--- src/hw/rtl/assert_macros.svh ---
// assertion helpers shared by the rtl modules
`ifndef ASSERT_MACROS_SVH
`define ASSERT_MACROS_SVH

// same-cycle implication, checked outside reset
`define ASSERT_SAME(label, clk, rst, ante, cons, msg) \
  label: assert property (@(posedge clk) disable iff (rst) (ante) |-> (cons)) \
    else $error(msg);

// next-cycle implication, checked outside reset
`define ASSERT_NEXT(label, clk, rst, ante, cons, msg) \
  label: assert property (@(posedge clk) disable iff (rst) (ante) |=> (cons)) \
    else $error(msg);

`endif

--- src/hw/rtl/rycc_pkg.sv ---
package rycc_pkg;

  // field widths
  localparam int COMP_W  = 8;
  localparam int CNT_W   = 12;
  localparam int SIZE_W  = 13;
  localparam int INDEX_W = 8;

  // frame size limits
  localparam logic [SIZE_W-1:0] SIZE_MIN = 13'd2;
  localparam logic [SIZE_W-1:0] SIZE_MAX = 13'd4096;
  localparam logic [CNT_W-1:0]  LAST_COL_RESET = 12'd639;
  localparam logic [CNT_W-1:0]  LAST_ROW_RESET = 12'd479;

  // queue between front and back
  localparam int QDEPTH = 4;
  localparam int QAW    = $clog2(QDEPTH);
  localparam int QCW    = $clog2(QDEPTH + 1);

  // q8 arithmetic
  localparam int SUM_W = 18;
  localparam int SHR_W = SUM_W - 8;
  localparam int OFF_W = 10;
  localparam int VAL_W = SHR_W + 1;

  localparam logic signed [8:0] C_YR  = 9'sd66;
  localparam logic signed [8:0] C_YG  = 9'sd129;
  localparam logic signed [8:0] C_YB  = 9'sd25;
  localparam logic signed [8:0] C_BR  = -9'sd38;
  localparam logic signed [8:0] C_BG  = -9'sd74;
  localparam logic signed [8:0] C_BB  = 9'sd112;
  localparam logic signed [8:0] C_RR  = 9'sd112;
  localparam logic signed [8:0] C_RG  = -9'sd94;
  localparam logic signed [8:0] C_RB  = -9'sd18;
  localparam logic signed [OFF_W-1:0] OFF_Y = 10'sd16;
  localparam logic signed [OFF_W-1:0] OFF_C = 10'sd128;
  localparam logic signed [SUM_W-1:0] Q8_ROUND = 18'sd128;

  // configuration register indexes
  typedef enum logic [INDEX_W-1:0] {
    REG_FRAME_WIDTH  = 8'd0,
    REG_FRAME_HEIGHT = 8'd1
  } cfg_reg_t;

  // last column and row positions, already clamped
  typedef struct packed {
    logic [CNT_W-1:0] last_col;
    logic [CNT_W-1:0] last_row;
  } frame_lim_t;

  // classified pixel in the queue
  typedef struct packed {
    logic [COMP_W-1:0] red;
    logic [COMP_W-1:0] green;
    logic [COMP_W-1:0] blue;
    logic              chroma;
    logic              eol;
    logic              eof;
  } q_entry_t;

  // queue status toward front and back
  typedef struct packed {
    logic full;
    logic empty;
  } q_stat_t;

  // clamp a size register and return its last position
  function automatic logic [CNT_W-1:0] last_pos(input logic [SIZE_W-1:0] v);
    logic [SIZE_W-1:0] c;
    logic [SIZE_W-1:0] m;
    c = v;
    if (v < SIZE_MIN) begin
      c = SIZE_MIN;
    end else if (v > SIZE_MAX) begin
      c = SIZE_MAX;
    end
    m = c - 13'd1;
    return m[CNT_W-1:0];
  endfunction

  // weighted q8 sum with rounding, offset and saturation
  function automatic logic [COMP_W-1:0] weigh(
    input logic signed [8:0]        cr,
    input logic signed [8:0]        cg,
    input logic signed [8:0]        cb,
    input logic [COMP_W-1:0]        r,
    input logic [COMP_W-1:0]        g,
    input logic [COMP_W-1:0]        b,
    input logic signed [OFF_W-1:0]  off
  );
    logic signed [SUM_W-1:0] pr;
    logic signed [SUM_W-1:0] pg;
    logic signed [SUM_W-1:0] pb;
    logic signed [SUM_W-1:0] sum;
    logic signed [SHR_W-1:0] shr;
    logic signed [VAL_W-1:0] v;
    logic [COMP_W-1:0]       res;
    pr  = SUM_W'(cr) * SUM_W'($signed({1'b0, r}));
    pg  = SUM_W'(cg) * SUM_W'($signed({1'b0, g}));
    pb  = SUM_W'(cb) * SUM_W'($signed({1'b0, b}));
    sum = pr + pg + pb + Q8_ROUND;
    shr = sum[SUM_W-1:8];
    v   = VAL_W'(shr) + VAL_W'(off);
    if (v < 0) begin
      res = '0;
    end else if (v > 11'sd255) begin
      res = '1;
    end else begin
      res = v[COMP_W-1:0];
    end
    return res;
  endfunction

endpackage

--- src/hw/rtl/rycc_ifs.sv ---
// pixel input channel
interface rycc_pix_if import rycc_pkg::*; ();
  logic              valid;
  logic              ready;
  logic [COMP_W-1:0] red;
  logic [COMP_W-1:0] green;
  logic [COMP_W-1:0] blue;

  modport source (output valid, red, green, blue, input ready);
  modport sink (input valid, red, green, blue, output ready);
endinterface

// ycbcr result channel
interface rycc_ycc_if import rycc_pkg::*; ();
  logic              valid;
  logic              ready;
  logic [COMP_W-1:0] luma;
  logic [COMP_W-1:0] chroma_blue;
  logic [COMP_W-1:0] chroma_red;
  logic              chroma_valid;
  logic              end_of_line;
  logic              end_of_frame;

  modport source (output valid, luma, chroma_blue, chroma_red, chroma_valid,
                  end_of_line, end_of_frame, input ready);
  modport sink (input valid, luma, chroma_blue, chroma_red, chroma_valid,
                end_of_line, end_of_frame, output ready);
endinterface

// configuration write channel
interface rycc_cfg_if import rycc_pkg::*; ();
  logic               valid;
  logic               ready;
  logic [INDEX_W-1:0] index;
  logic [SIZE_W-1:0]  data;

  modport source (output valid, index, data, input ready);
  modport sink (input valid, index, data, output ready);
endinterface

--- src/hw/rtl/rgb_to_ycbcr420_converter.sv ---
// RGB888 to BT.601 studio-range YCbCr 4:2:0 converter.
// pixel_in carries one RGB pixel per transaction in raster order; pixel_out
// gives one transaction per pixel with its luma, and on the top-left pixel of
// every 2x2 block also Cb/Cr (chroma_valid high, chroma zero otherwise), plus
// end_of_line and end_of_frame flags from the internal column/row counters.
// cfg writes frame_width (index 0) and frame_height (index 1); values below 2
// act as 2, above 4096 as 4096. Write only while no pixel is in flight.
// Throughput: one pixel per clock while pixel_out is ready. An accepted input
// passes through the four-entry queue and then the conversion stage, whose
// constant multiplies feed the output register. When pixel_out stalls, the
// output register holds its result and the queue keeps taking pixels until
// its four entries are full, then pixel_in.ready drops. Reset clears the
// counters to the first pixel of a frame, empties the queue and output, and
// sets the frame size to 640x480.
module rgb_to_ycbcr420_converter import rycc_pkg::*; (
  input  logic        clk,
  input  logic        rst,
  rycc_pix_if.sink    pixel_in,
  rycc_ycc_if.source  pixel_out,
  rycc_cfg_if.sink    cfg
);

  frame_lim_t lim;
  q_stat_t    qstat;
  q_entry_t   wr_entry;
  q_entry_t   head;
  logic       push;
  logic       pop;

  // configuration registers, stored as clamped last positions
  assign cfg.ready = 1'b1;

  always_ff @(posedge clk) begin
    if (rst) begin
      lim.last_col <= LAST_COL_RESET;
      lim.last_row <= LAST_ROW_RESET;
    end else if (cfg.valid) begin
      unique case (cfg_reg_t'(cfg.index))
        REG_FRAME_WIDTH:  lim.last_col <= last_pos(cfg.data);
        REG_FRAME_HEIGHT: lim.last_row <= last_pos(cfg.data);
        default:          lim <= lim;
      endcase
    end
  end

  rycc_front u_front (
    .clk      (clk),
    .rst      (rst),
    .pixel_in (pixel_in),
    .lim      (lim),
    .qstat    (qstat),
    .push     (push),
    .entry    (wr_entry)
  );

  rycc_queue u_queue (
    .clk      (clk),
    .rst      (rst),
    .push     (push),
    .wr_entry (wr_entry),
    .pop      (pop),
    .head     (head),
    .qstat    (qstat)
  );

  rycc_back u_back (
    .clk       (clk),
    .rst       (rst),
    .head      (head),
    .qstat     (qstat),
    .pop       (pop),
    .pixel_out (pixel_out)
  );

endmodule

--- src/hw/rtl/rycc_front.sv ---
`include "assert_macros.svh"

module rycc_front import rycc_pkg::*; (
  input  logic          clk,
  input  logic          rst,
  rycc_pix_if.sink      pixel_in,
  input  frame_lim_t    lim,
  input  q_stat_t       qstat,
  output logic          push,
  output q_entry_t      entry
);

  logic [CNT_W-1:0] column_count;
  logic [CNT_W-1:0] row_count;
  logic [CNT_W-1:0] column_count_next;
  logic [CNT_W-1:0] row_count_next;
  logic             eol;
  logic             eof;

  // accept whenever the queue has room
  assign pixel_in.ready = !qstat.full;
  assign push           = pixel_in.valid && !qstat.full;

  // classify the pixel by its frame position
  assign eol = column_count >= lim.last_col;
  assign eof = eol && (row_count >= lim.last_row);

  always_comb begin
    entry.red    = pixel_in.red;
    entry.green  = pixel_in.green;
    entry.blue   = pixel_in.blue;
    entry.chroma = !column_count[0] && !row_count[0];
    entry.eol    = eol;
    entry.eof    = eof;
  end

  // position counters
  always_comb begin
    column_count_next = column_count;
    row_count_next    = row_count;
    if (push) begin
      if (eol) begin
        column_count_next = '0;
        row_count_next    = eof ? '0 : row_count + 12'd1;
      end else begin
        column_count_next = column_count + 12'd1;
      end
    end
  end

  always_ff @(posedge clk) begin
    if (rst) begin
      column_count <= '0;
      row_count    <= '0;
    end else begin
      column_count <= column_count_next;
      row_count    <= row_count_next;
    end
  end

  `ASSERT_NEXT(a_eol_wraps, clk, rst, push && eol, column_count == '0,
               "column counter did not wrap after end of line")

endmodule

--- src/hw/rtl/rycc_queue.sv ---
`include "assert_macros.svh"

module rycc_queue import rycc_pkg::*; (
  input  logic     clk,
  input  logic     rst,
  input  logic     push,
  input  q_entry_t wr_entry,
  input  logic     pop,
  output q_entry_t head,
  output q_stat_t  qstat
);

  q_entry_t         slots [QDEPTH];
  logic [QAW-1:0]   wr_ptr;
  logic [QAW-1:0]   rd_ptr;
  logic [QCW-1:0]   count;

  assign qstat.full  = count == QCW'(QDEPTH);
  assign qstat.empty = count == '0;
  assign head        = slots[rd_ptr];

  // storage, no reset needed
  always_ff @(posedge clk) begin
    if (push) begin
      slots[wr_ptr] <= wr_entry;
    end
  end

  // pointers and fill level
  always_ff @(posedge clk) begin
    if (rst) begin
      wr_ptr <= '0;
      rd_ptr <= '0;
      count  <= '0;
    end else begin
      if (push) begin
        wr_ptr <= wr_ptr + QAW'(1);
      end
      if (pop) begin
        rd_ptr <= rd_ptr + QAW'(1);
      end
      unique case ({push, pop})
        2'b10:   count <= count + QCW'(1);
        2'b01:   count <= count - QCW'(1);
        default: count <= count;
      endcase
    end
  end

  `ASSERT_SAME(a_no_overflow, clk, rst, qstat.full, !push,
               "push into a full queue")
  `ASSERT_SAME(a_no_underflow, clk, rst, qstat.empty, !pop,
               "pop from an empty queue")

endmodule

--- src/hw/rtl/rycc_back.sv ---
`include "assert_macros.svh"

module rycc_back import rycc_pkg::*; (
  input  logic          clk,
  input  logic          rst,
  input  q_entry_t      head,
  input  q_stat_t       qstat,
  output logic          pop,
  rycc_ycc_if.source    pixel_out
);

  logic out_valid;

  // take the next entry when the output register is free or draining
  assign pop             = !qstat.empty && (!out_valid || pixel_out.ready);
  assign pixel_out.valid = out_valid;

  always_ff @(posedge clk) begin
    if (rst) begin
      out_valid <= 1'b0;
    end else if (pop) begin
      out_valid <= 1'b1;
    end else if (pixel_out.ready) begin
      out_valid <= 1'b0;
    end
  end

  // color conversion into the output register
  always_ff @(posedge clk) begin
    if (pop) begin
      pixel_out.luma <= weigh(C_YR, C_YG, C_YB, head.red, head.green, head.blue, OFF_Y);
      pixel_out.chroma_blue <= head.chroma
        ? weigh(C_BR, C_BG, C_BB, head.red, head.green, head.blue, OFF_C) : '0;
      pixel_out.chroma_red <= head.chroma
        ? weigh(C_RR, C_RG, C_RB, head.red, head.green, head.blue, OFF_C) : '0;
      pixel_out.chroma_valid <= head.chroma;
      pixel_out.end_of_line  <= head.eol;
      pixel_out.end_of_frame <= head.eof;
    end
  end

  `ASSERT_NEXT(a_pop_shows, clk, rst, pop, out_valid,
               "popped entry did not reach the output register")

endmodule
--- src/flat_wrapper.sv ---
// flat-port wrapper written by rule: the top's interface ports become plain ports
module rgb_to_ycbcr420_converter_flat import rycc_pkg::*;
  (clk, rst, pixel_in_valid, pixel_in_red, pixel_in_green, pixel_in_blue, pixel_in_ready, pixel_out_valid, pixel_out_luma, pixel_out_chroma_blue, pixel_out_chroma_red, pixel_out_chroma_valid, pixel_out_end_of_line, pixel_out_end_of_frame, pixel_out_ready, cfg_valid, cfg_index, cfg_data, cfg_ready);
  rycc_pix_if pixel_in_i ();
  rycc_ycc_if pixel_out_i ();
  rycc_cfg_if cfg_i ();
  input  logic clk;
  input  logic rst;
  input wire logic [$bits(pixel_in_i.valid)-1:0] pixel_in_valid;
  input wire logic [$bits(pixel_in_i.red)-1:0] pixel_in_red;
  input wire logic [$bits(pixel_in_i.green)-1:0] pixel_in_green;
  input wire logic [$bits(pixel_in_i.blue)-1:0] pixel_in_blue;
  output wire logic [$bits(pixel_in_i.ready)-1:0] pixel_in_ready;
  output wire logic [$bits(pixel_out_i.valid)-1:0] pixel_out_valid;
  output wire logic [$bits(pixel_out_i.luma)-1:0] pixel_out_luma;
  output wire logic [$bits(pixel_out_i.chroma_blue)-1:0] pixel_out_chroma_blue;
  output wire logic [$bits(pixel_out_i.chroma_red)-1:0] pixel_out_chroma_red;
  output wire logic [$bits(pixel_out_i.chroma_valid)-1:0] pixel_out_chroma_valid;
  output wire logic [$bits(pixel_out_i.end_of_line)-1:0] pixel_out_end_of_line;
  output wire logic [$bits(pixel_out_i.end_of_frame)-1:0] pixel_out_end_of_frame;
  input wire logic [$bits(pixel_out_i.ready)-1:0] pixel_out_ready;
  input wire logic [$bits(cfg_i.valid)-1:0] cfg_valid;
  input wire logic [$bits(cfg_i.index)-1:0] cfg_index;
  input wire logic [$bits(cfg_i.data)-1:0] cfg_data;
  output wire logic [$bits(cfg_i.ready)-1:0] cfg_ready;
  assign pixel_in_i.valid = pixel_in_valid;
  assign pixel_in_i.red = pixel_in_red;
  assign pixel_in_i.green = pixel_in_green;
  assign pixel_in_i.blue = pixel_in_blue;
  assign pixel_in_ready = pixel_in_i.ready;
  assign pixel_out_valid = pixel_out_i.valid;
  assign pixel_out_luma = pixel_out_i.luma;
  assign pixel_out_chroma_blue = pixel_out_i.chroma_blue;
  assign pixel_out_chroma_red = pixel_out_i.chroma_red;
  assign pixel_out_chroma_valid = pixel_out_i.chroma_valid;
  assign pixel_out_end_of_line = pixel_out_i.end_of_line;
  assign pixel_out_end_of_frame = pixel_out_i.end_of_frame;
  assign pixel_out_i.ready = pixel_out_ready;
  assign cfg_i.valid = cfg_valid;
  assign cfg_i.index = cfg_index;
  assign cfg_i.data = cfg_data;
  assign cfg_ready = cfg_i.ready;
  rgb_to_ycbcr420_converter u_core (.clk(clk), .rst(rst), .pixel_in(pixel_in_i), .pixel_out(pixel_out_i), .cfg(cfg_i));
endmodule
--- config.mk ---
export PLATFORM = sky130hd
export DESIGN_NAME = rgb_to_ycbcr420_converter_flat
export DESIGN_NICKNAME = d
export VERILOG_FILES = /design/src/hw/rtl/rycc_pkg.sv /design/src/hw/rtl/rycc_ifs.sv /design/src/hw/rtl/rgb_to_ycbcr420_converter.sv /design/src/hw/rtl/rycc_front.sv /design/src/hw/rtl/rycc_queue.sv /design/src/hw/rtl/rycc_back.sv /design/src/flat_wrapper.sv
export VERILOG_INCLUDE_DIRS = /design/src /design/src/hw/rtl
export SDC_FILE = /design/constraint.sdc
export NUM_CORES = 1
export LEC_CHECK = 0
export BUFFER_PORTS_ARGS = -buffer_cell sky130_fd_sc_hd__buf_2
export CAP_MARGIN = 20
export CELL_PAD_IN_SITES_DETAIL_PLACEMENT = 1
export CELL_PAD_IN_SITES_GLOBAL_PLACEMENT = 1
export CORE_MARGIN = 3
export CORE_UTILIZATION = 55
export CTS_CLUSTER_DIAMETER = 30
export DETAILED_ROUTE_END_ITERATION = 8
export PLACE_DENSITY_LB_ADDON = 0.1
export SLEW_MARGIN = 20
export SYNTH_ARGS = -nofsm -noshare
export SYNTH_HDL_FRONTEND = slang
export SYNTH_HIERARCHICAL = 1
export SYNTH_SLANG_ARGS = --single-unit
--- constraint.sdc ---
create_clock -name clk -period 16.4 [get_ports clk]
set_input_delay 0.82 -clock clk [delete_from_list [all_inputs] [get_ports clk]]
set_output_delay 0.82 -clock clk [all_outputs]
set_load 0.05 [all_outputs]
Word-level counts from Yosys, hierarchy flattened. Memory sizes are Yosys's and may differ from the RTL's. A register that Yosys moved wholly into a read port is not among the register bits. Cells that the tools add are included.

Flip-flop bits (word level): 83. RAM bits: 108. Logic and storage cells: 98. Output and inout port bits: 30. Input port bits: 50. Memories: 1.

Memories: u_core.u_queue.slots (depth 4, bits a word 27, read ports 1, clocked after memory_dff 1, wr ports 1, RTL line rycc_queue.sv:13) `q_entry_t slots [QDEPTH];`.

Multiplexer cells: 20. Eq/ne operators: 4. Add/sub/neg operators: 20. Bitwise gates (word level): 1. Order comparisons: 10. Reductions and logical operators: 19. Multiply operators: 9.

Operators with widths (count): $mux 12 (10); $add 18x9->18 const B (3); $add 16x17->18 (2); $gt 11x9->1 const B (3); $lt 11x1->1 const B (3); $mul 7x9->16 const A (2); $add 12x1->12 const B (2); $ge 12x12->1 (2); $mux 8 (3); $sub 12x1->12 const B (2); $add 10x9->11 const B (2); $mul 3x8->11 const A (2); $add 17x13->18 (1); $add 18x15->18 (1); $add 18x16->18 (1); $add 15x16->17 (1); $mul 8x8->16 const A (1); $mul 6x9->15 const A (1); $mul 5x9->14 const A (1); $mul 6x8->14 const A (1); $gt 13x13->1 const B (1); $lt 13x2->1 const B (1); $mul 5x8->13 const A (1); $add 10x6->11 const B (1); 19 further kinds (35).

Logic depth before layout (Yosys ltp). Gate-level depths: netlist of run 1.

Depth after elaboration: 7. Mapped depth: 34. Gate-level depth less buffers: 33.

Hierarchy. Netlist of run 1, hierarchy kept.

By module, submodules not included: rycc_back (times used 1, cells each 1044, sequential area each 830.8 um^2, area each 10109.7 um^2); rycc_queue (times used 1, cells each 188, sequential area each 3423.3 um^2, area each 4377.9 um^2); rycc_front (times used 1, cells each 233, sequential area each 480.5 um^2, area each 1971.9 um^2); rgb_to_ycbcr420_converter (times used 1, cells each 147, sequential area each 480.5 um^2, area each 1238.7 um^2).

Worst setup path after synthesis of run 1. OpenSTA, ideal clock, no wires.

Path kind: register -> register. From: register with a tool-made name. To: register u_core.u_back.pixel_out.chroma_blue[7] (data pin). Path slack: 8.593 ns. Stages on the path, launching flop included: 34. Required time: 16.254 ns. Setup time: 0.146 ns. Data arrival time: 7.661 ns. Path buffers: 2. Clock period less this slack: 7.807 ns. Cells stage by stage: dfxtp_1 buf_6 buf_12 mux4_2 ha_1 inv_1 ha_1 inv_1 fa_1 inv_1 fa_1 ha_1 nor2b_1 o21ai_0 a21oi_1 o21ai_0 a21oi_1 a21oi_1 xor2_1 fa_1 inv_1 ha_1 ha_1 a21o_1 a21oi_1 o22ai_1 or3_1 a21oi_1 xor2_1 ha_1 nand3_1 or4_1 o31a_1 a21oi_1.

RTL lines: to (signal assigned) (RTL line rycc_back.sv:32) `pixel_out.chroma_blue <= head.chroma`; to (decl) (RTL line rycc_ifs.sv:24) `modport source (output valid, luma, chroma_blue, chroma_red, chroma_valid,`.

==> flow_summary.json, run 1 <==
{
  "cts_hold_repair.buffers": 0,
  "netlist_instances": 1612,
  "maxSlewViolCount": 0,
  "viasPerCell": 5.77,
  "global_placement_routability_congestion": 0.927,
  "die_width_um": 185,
  "cp.required_ns": 16.71,
  "yosys.area.top_type_share": 0.233,
  "timing.clock.skew_ns": 0.0133,
  "worstSetupPathType": "reg -> reg",
  "critical-path-slowest-cell": "sky130_fd_sc_hd__dfxtp_2",
  "initial_core_util": 0.559,
  "yosys_warn_count": 6,
  "cts_tree": "built",
  "drcViolationCount": 0,
  "netlist_area_before_placement_um2": 17700,
  "drive_above_1_share": 0.105,
  "worst_ep_arrival_time_ns": 9.32,
  "route.antenna.remaining_nets": 0,
  "port_buffers": 78,
  "slew_headroom": 0.369,
  "synthFlopType": "sky130_fd_sc_hd__edfxtp_1",
  "fin_crit_ns": 9.00,
  "final.period_utilization": 0.549,
  "clock_latency_ns": 0.46,
  "status": "complete, no violations",
  "antenna_found_initial": 0,
  "netlist.top_cell.by_area": "sky130_fd_sc_hd__ha_1",
  "synth-async-reset-ratio": 0,
  "grt_overflow_total": 0,
  "transition_time_at_the_pin_with_the_least_slew_margin_ns": 0.943,
  "yosys.cell_count.top_type": "sky130_fd_sc_hd__ha_1",
  "fp.dieArea_um2": 34400,
  "maximum_clock_frequency_ghz": 0.111,
  "report.final.setup_viol": 0,
  "postCtsSetupRepairBufs": 0,
  "grt_pass1_vias": 13300,
  "final_hold_viol_count": 0,
  "wire_per_inst_um": 21.1,
  "setup_total_negative_slack_ns": 0,
  "floorplan.die.height_um": 185,
  "area.growth.synth_to_final_pct": 7.04,
  "timing.critical_path.from_type": "flop",
  "antenna-diode-count": 0,
  "routed_wirelength_um": 44000,
  "drtPass1Iterations": 5,
  "ys_top_cells_by_area": "sky130_fd_sc_hd__ha_1 (23%), sky130_fd_sc_hd__edfxtp_1 (23%), sky130_fd_sc_hd__fa_1 (12%)",
  "grt_setup_unrepaired": "no",
  "max_cap_viol_count": 0,
  "seq_area_frac_synth": 0.295,
  "io-pin-count": 80,
  "synth.lib_cells_used.distinct": 90,
  "crit_path_buffers_inverters": 4,
  "cts_buffers": 17,
  "crit_path_max_fanout": 27,
  "first_pass_grt_wire_length_um": 69600,
  "synth_nets": 2100,
  "core-area_um2": 31600,
  "ys_ff_latch": 193,
  "clk_root_buffer_cell": "sky130_fd_sc_hd__clkbuf_16",
  "cts-root-to-sink-buffers": 2,
  "largest_net_degree_at_the_start_of_global_routing": 35,
  "clock_sink_count": 193,
  "cts-htree-levels": 4,
  "max_stage_delay_ns": 0.95,
  "routed-via-count": 12000,
  "hold_class": "reg -> reg",
  "num_rows": 65,
  "final_nets": 2158,
  "synthTopCellsByCount": "sky130_fd_sc_hd__ha_1 (329), sky130_fd_sc_hd__inv_1 (267), sky130_fd_sc_hd__edfxtp_1 (135), sky130_fd_sc_hd__fa_1 (109), sky130_fd_sc_hd__a21oi_1 (101)",
  "gr-usage-all-layers": 0.263,
  "cp-end-kind": "flop",
  "drt_iter0_drc": 463,
  "synth_enable_flop_cells": 135,
  "detailed_place_hpwl_um": 35100,
  "clk_pin_slew_worst_paths_ns": 0.08,
  "postCtsResizedCells": 0,
  "synth_area_per_cell_um2": 11.0,
  "worst_path_dominant_cell_family": "adder cells",
  "filler_cell_count": 3396
}
[area by class of cell]
| class | count | area [um2] | area share |
|---|---|---|---|
| clock buffers | 17 | 425 | 0.0225 |
| flip-flops and latches | 193 | 5220 | 0.275 |
| well taps | 402 | 503 | 0.0266 |
| inverters | 270 | 1010 | 0.0535 |
| repair buffers | 85 | 463 | 0.0244 |
| multi-input cells | 1103 | 11100 | 0.588 |
| clock inverters | 15 | 183 | 0.00964 |
[registers in the layout, summed over array words and instances (netlist names), 2 cells and up, named ones only]
signal	count
u_core/u_queue/wr_ptr	2
u_core/u_front/column_count	12
u_core/lim	24
u_core/u_back/pixel_out.luma	8
u_core/u_back/pixel_out.chroma_red	8
u_core/u_back/pixel_out.chroma_blue	8
u_core/u_queue/slots	108
u_core/u_queue/rd_ptr	2
u_core/u_front/row_count	12
u_core/u_queue/count	3
[layout by cell type (no fill, tap or decap), drive strengths merged, types with 5 or more instances in the layout]
cell and count:
a21oi 105, nand4 13, o21bai 15, nor4 6, xor2 40, clkbuf 17
xnor2 55, edfxtp 135, or4 10, o21ai 35, o211ai 10, ha 329
a211oi 9, clkinv 9, o41ai 7, nor2b 17, and2 8, inv 274
nand3 31, buf 85, nand2b 19, a31oi 5, nor2 65, o21a 5
dfxtp 58, nor3 16, and3 11, or3 9, a21o 25, o31ai 11
nand2 41, fa 109, mux4 27
[cells by family (layout without fill, tap and decap cells)]
kind of cell    after synthesis  count (layout)  synth area share
buf+inv                     316             387            0.0763
xor+xnor                     95              95            0.0474
flops                       193             193             0.295
mux                          34              34            0.0407
fa+ha+maj                   438             438             0.356
other cells                   1               1          0.000212
compound gates              265             265             0.102
simple gates                270             270            0.0827
[stage by stage]
stage	area, um2	utilization	instances	hold slack, ns	setup slack, ns
after floorplan	17700	-	1612	0.432	8.59
after global placement	18300	0.579	2052	0.442	7.69
after detailed placement	18300	0.579	2052	0.454	7.37
after CTS	18900	0.598	2084	0.464	7.34
after global routing	18900	0.599	2085	0.510	6.80
final	18900	0.599	2085	0.460	7.40
[routing by layer]
| metal | global-route usage | share of wire | vias to the layer above |
|---|---|---|---|
| met5 | 0 | 0 | - |
| met1 | 0.308 | 0.41 | 6040 |
| met4 | 0.0882 | 0.028 | 0 |
| li1 | - | - | 5742 |
| met3 | 0.0332 | 0.027 | 66 |
| met2 | 0.496 | 0.54 | 189 |
[worst register-to-register path, delay by kind of cell, from the launching register on]
family / cells / cell delay (ns)
adders and majority gates: 9 / 3.31
AOI/OAI and AO/OA: 11 / 1.96
and+or+nand+nor: 4 / 1.09
DFF: 1 / 0.95
muxes: 1 / 0.75
xor gates and xnor gates: 2 / 0.51
buffers and inverters: 4 / 0.30
[path summary, 6_finish.rpt]
path | depth (start not counted) | endpoint | from | slack, ns
setup / recovery | 31 | u_core/u_back/pixel_out.chroma_blue[7] | flop | 7.40
hold / removal | 2 | u_core/lim[11] | u_core/lim[11] | 0.46
setup reg to reg | 31 | u_core/u_back/pixel_out.chroma_blue[7] | flop | 7.40
hold reg to reg | 2 | u_core/lim[11] | u_core/lim[11] | 0.46
Power of run 1 is not shown: default switching activity piles up to over one toggle a cycle in this logic, so the estimate is an artifact.
==> run 2, diff against run 1 <==
--- a/config.mk
+++ b/config.mk
@@ -11,7 +11,7 @@
 export CELL_PAD_IN_SITES_DETAIL_PLACEMENT = 1
 export CELL_PAD_IN_SITES_GLOBAL_PLACEMENT = 1
 export CORE_MARGIN = 3
-export CORE_UTILIZATION = 55
+export CORE_UTILIZATION = 51
 export CTS_CLUSTER_DIAMETER = 30
 export DETAILED_ROUTE_END_ITERATION = 8
 export PLACE_DENSITY_LB_ADDON = 0.1
==> constraint.sdc (replaced) <==
create_clock -name clk -period 9.3 [get_ports clk]
set_input_delay 0.465 -clock clk [delete_from_list [all_inputs] [get_ports clk]]
set_output_delay 0.465 -clock clk [all_outputs]
set_load 0.05 [all_outputs]
==> flow_summary.json, run 2 (same netlist as run 1, synthesis figures left out) <==
{
  "drcViolationCount": 0,
  "clock_sink_count": 193,
  "largest_net_degree_at_the_start_of_global_routing": 35,
  "layout_commonest_cell": "sky130_fd_sc_hd__ha_1",
  "met3_wirelength_um": 1030,
  "first_pass_grt_wire_length_um": 67600,
  "routed_wirelength_um": 41700,
  "grt_pass1_vias": 12900,
  "final.period_utilization": 0.919,
  "clock_latency_ns": 0.46,
  "floorplan.die.height_um": 192,
  "postCtsSetupRepairBufs": 0,
  "route.antenna.remaining_nets": 0,
  "port_buffers": 78,
  "filler_cell_count": 3635,
  "cts-htree-levels": 4,
  "fp.dieArea_um2": 37000,
  "fin_crit_ns": 8.55,
  "drt_iter0_drc": 589,
  "cts_buffers": 17,
  "met1_length_um": 18600,
  "slew_headroom": 0.407,
  "area.growth.synth_to_final_pct": 7.49,
  "global_placement_routability_congestion": 0.834,
  "maxSlewViolCount": 0,
  "route.met2.wl_um": 21400,
  "worst_ep_arrival_time_ns": 8.86,
  "worstSetupPathType": "reg -> reg",
  "cp-end-kind": "flop",
  "hold_class": "in -> reg",
  "status": "complete, no violations",
  "gr-usage-all-layers": 0.236,
  "top_regs": "u_core/u_queue/slots x108, u_core/lim x24",
  "multiInputGateArea_um2": 11100,
  "largest_register_ff_count": 108,
  "core-area_um2": 33900,
  "num_rows": 67,
  "io-pin-count": 80,
  "grt_setup_unrepaired": "no",
  "detailed_place_hpwl_um": 33900,
  "highest_layer": "met4",
  "critical-path-slowest-cell": "sky130_fd_sc_hd__mux4_2",
  "routed-via-count": 11900,
  "transition_time_at_the_pin_with_the_least_slew_margin_ns": 0.881,
  "final_hold_viol_count": 0,
  "maximum_clock_frequency_ghz": 0.117,
  "max_cap_viol_count": 0,
  "grt_overflow_total": 0,
  "cp.required_ns": 9.62,
  "wire_per_inst_um": 19.5,
  "crit_path_max_fanout": 17,
  "clk_root_buffer_cell": "sky130_fd_sc_hd__clkbuf_16",
  "drive_above_1_share": 0.106,
  "report.final.setup_viol": 0,
  "max_stage_delay_ns": 0.69,
  "clk_pin_slew_worst_paths_ns": 0.08,
  "drtPass1Iterations": 7,
  "timing.clock.skew_ns": 0.0129,
  "timing.critical_path.from_type": "flop",
  "final_nets": 2160,
  "max_flop_register": "u_core/u_queue/slots",
  "cts_tree": "built",
  "setup_total_negative_slack_ns": 0,
  "viasPerCell": 5.58,
  "initial_core_util": 0.523,
  "ff_latch_area_um2": 5220,
  "antenna_found_initial": 0,
  "antenna-diode-count": 0,
  "cts-root-to-sink-buffers": 2,
  "final_cell_mix": "sky130_fd_sc_hd__ha_1 (329), sky130_fd_sc_hd__inv_1 (267), sky130_fd_sc_hd__edfxtp_1 (135)",
  "die_width_um": 192
}
[run 2: final timing paths]
path                    start                                      to  slack (ns)  cells after the start
max                      flop  u_core/u_back/pixel_out.chroma_blue[7]        0.75                     31
min reg2reg    u_core/lim[23]                          u_core/lim[23]        0.46                      2
max reg2reg              flop  u_core/u_back/pixel_out.chroma_blue[7]        0.75                     31
min          pixel_in_blue[5]              u_core/u_queue/slots[3][8]        0.22                      1
[run 2: cell type report]
class | count | area share
clock buffers | 17 | 0.0224
clock inverters | 15 | 0.0102
inverters | 270 | 0.0533
multi-input cells | 1103 | 0.586
flip-flops and latches | 193 | 0.274
well taps | 448 | 0.0295
repair buffers | 87 | 0.0247
[run 2: layer usage]
layer,global-route usage,up-vias
met5,0,-
met4,0.0541,0
met3,0.0327,38
met2,0.428,135
met1,0.298,5969
li1,-,5755
[run 2: per-stage QoR]
| stage | utilization | hold slack (ns) | setup WS, ns | cell area (um2) | cells |
|---|---|---|---|---|---|
| after floorplan | - | 0.432 | 1.49 | 17700 | 1612 |
| after global placement | 0.543 | 0.442 | 0.756 | 18400 | 2101 |
| after detailed placement | 0.543 | 0.455 | 0.572 | 18400 | 2101 |
| after CTS | 0.562 | 0.189 | 0.525 | 19000 | 2133 |
| after global routing | 0.562 | 0.196 | 0.155 | 19000 | 2133 |
| final | 0.562 | 0.217 | 0.751 | 19000 | 2133 |
[run 2: critical path, delay by kind of cell, from the launching register on]
kind,cells,cell delay (ns)
mux,1,0.69
fa+ha+maj,9,3.20
simple gates,4,1.12
buf+inv,4,0.25
compound gates,11,2.04
xor+xnor,2,0.54
flops,1,0.56
[run 2: what timing repair did]
action / CTS / global route
hold buffers: 0 / 0
setup endpoints to repair: 0 / 1
gates resized for setup: 0 / 1
Power of run 2 is left out for the same reason.
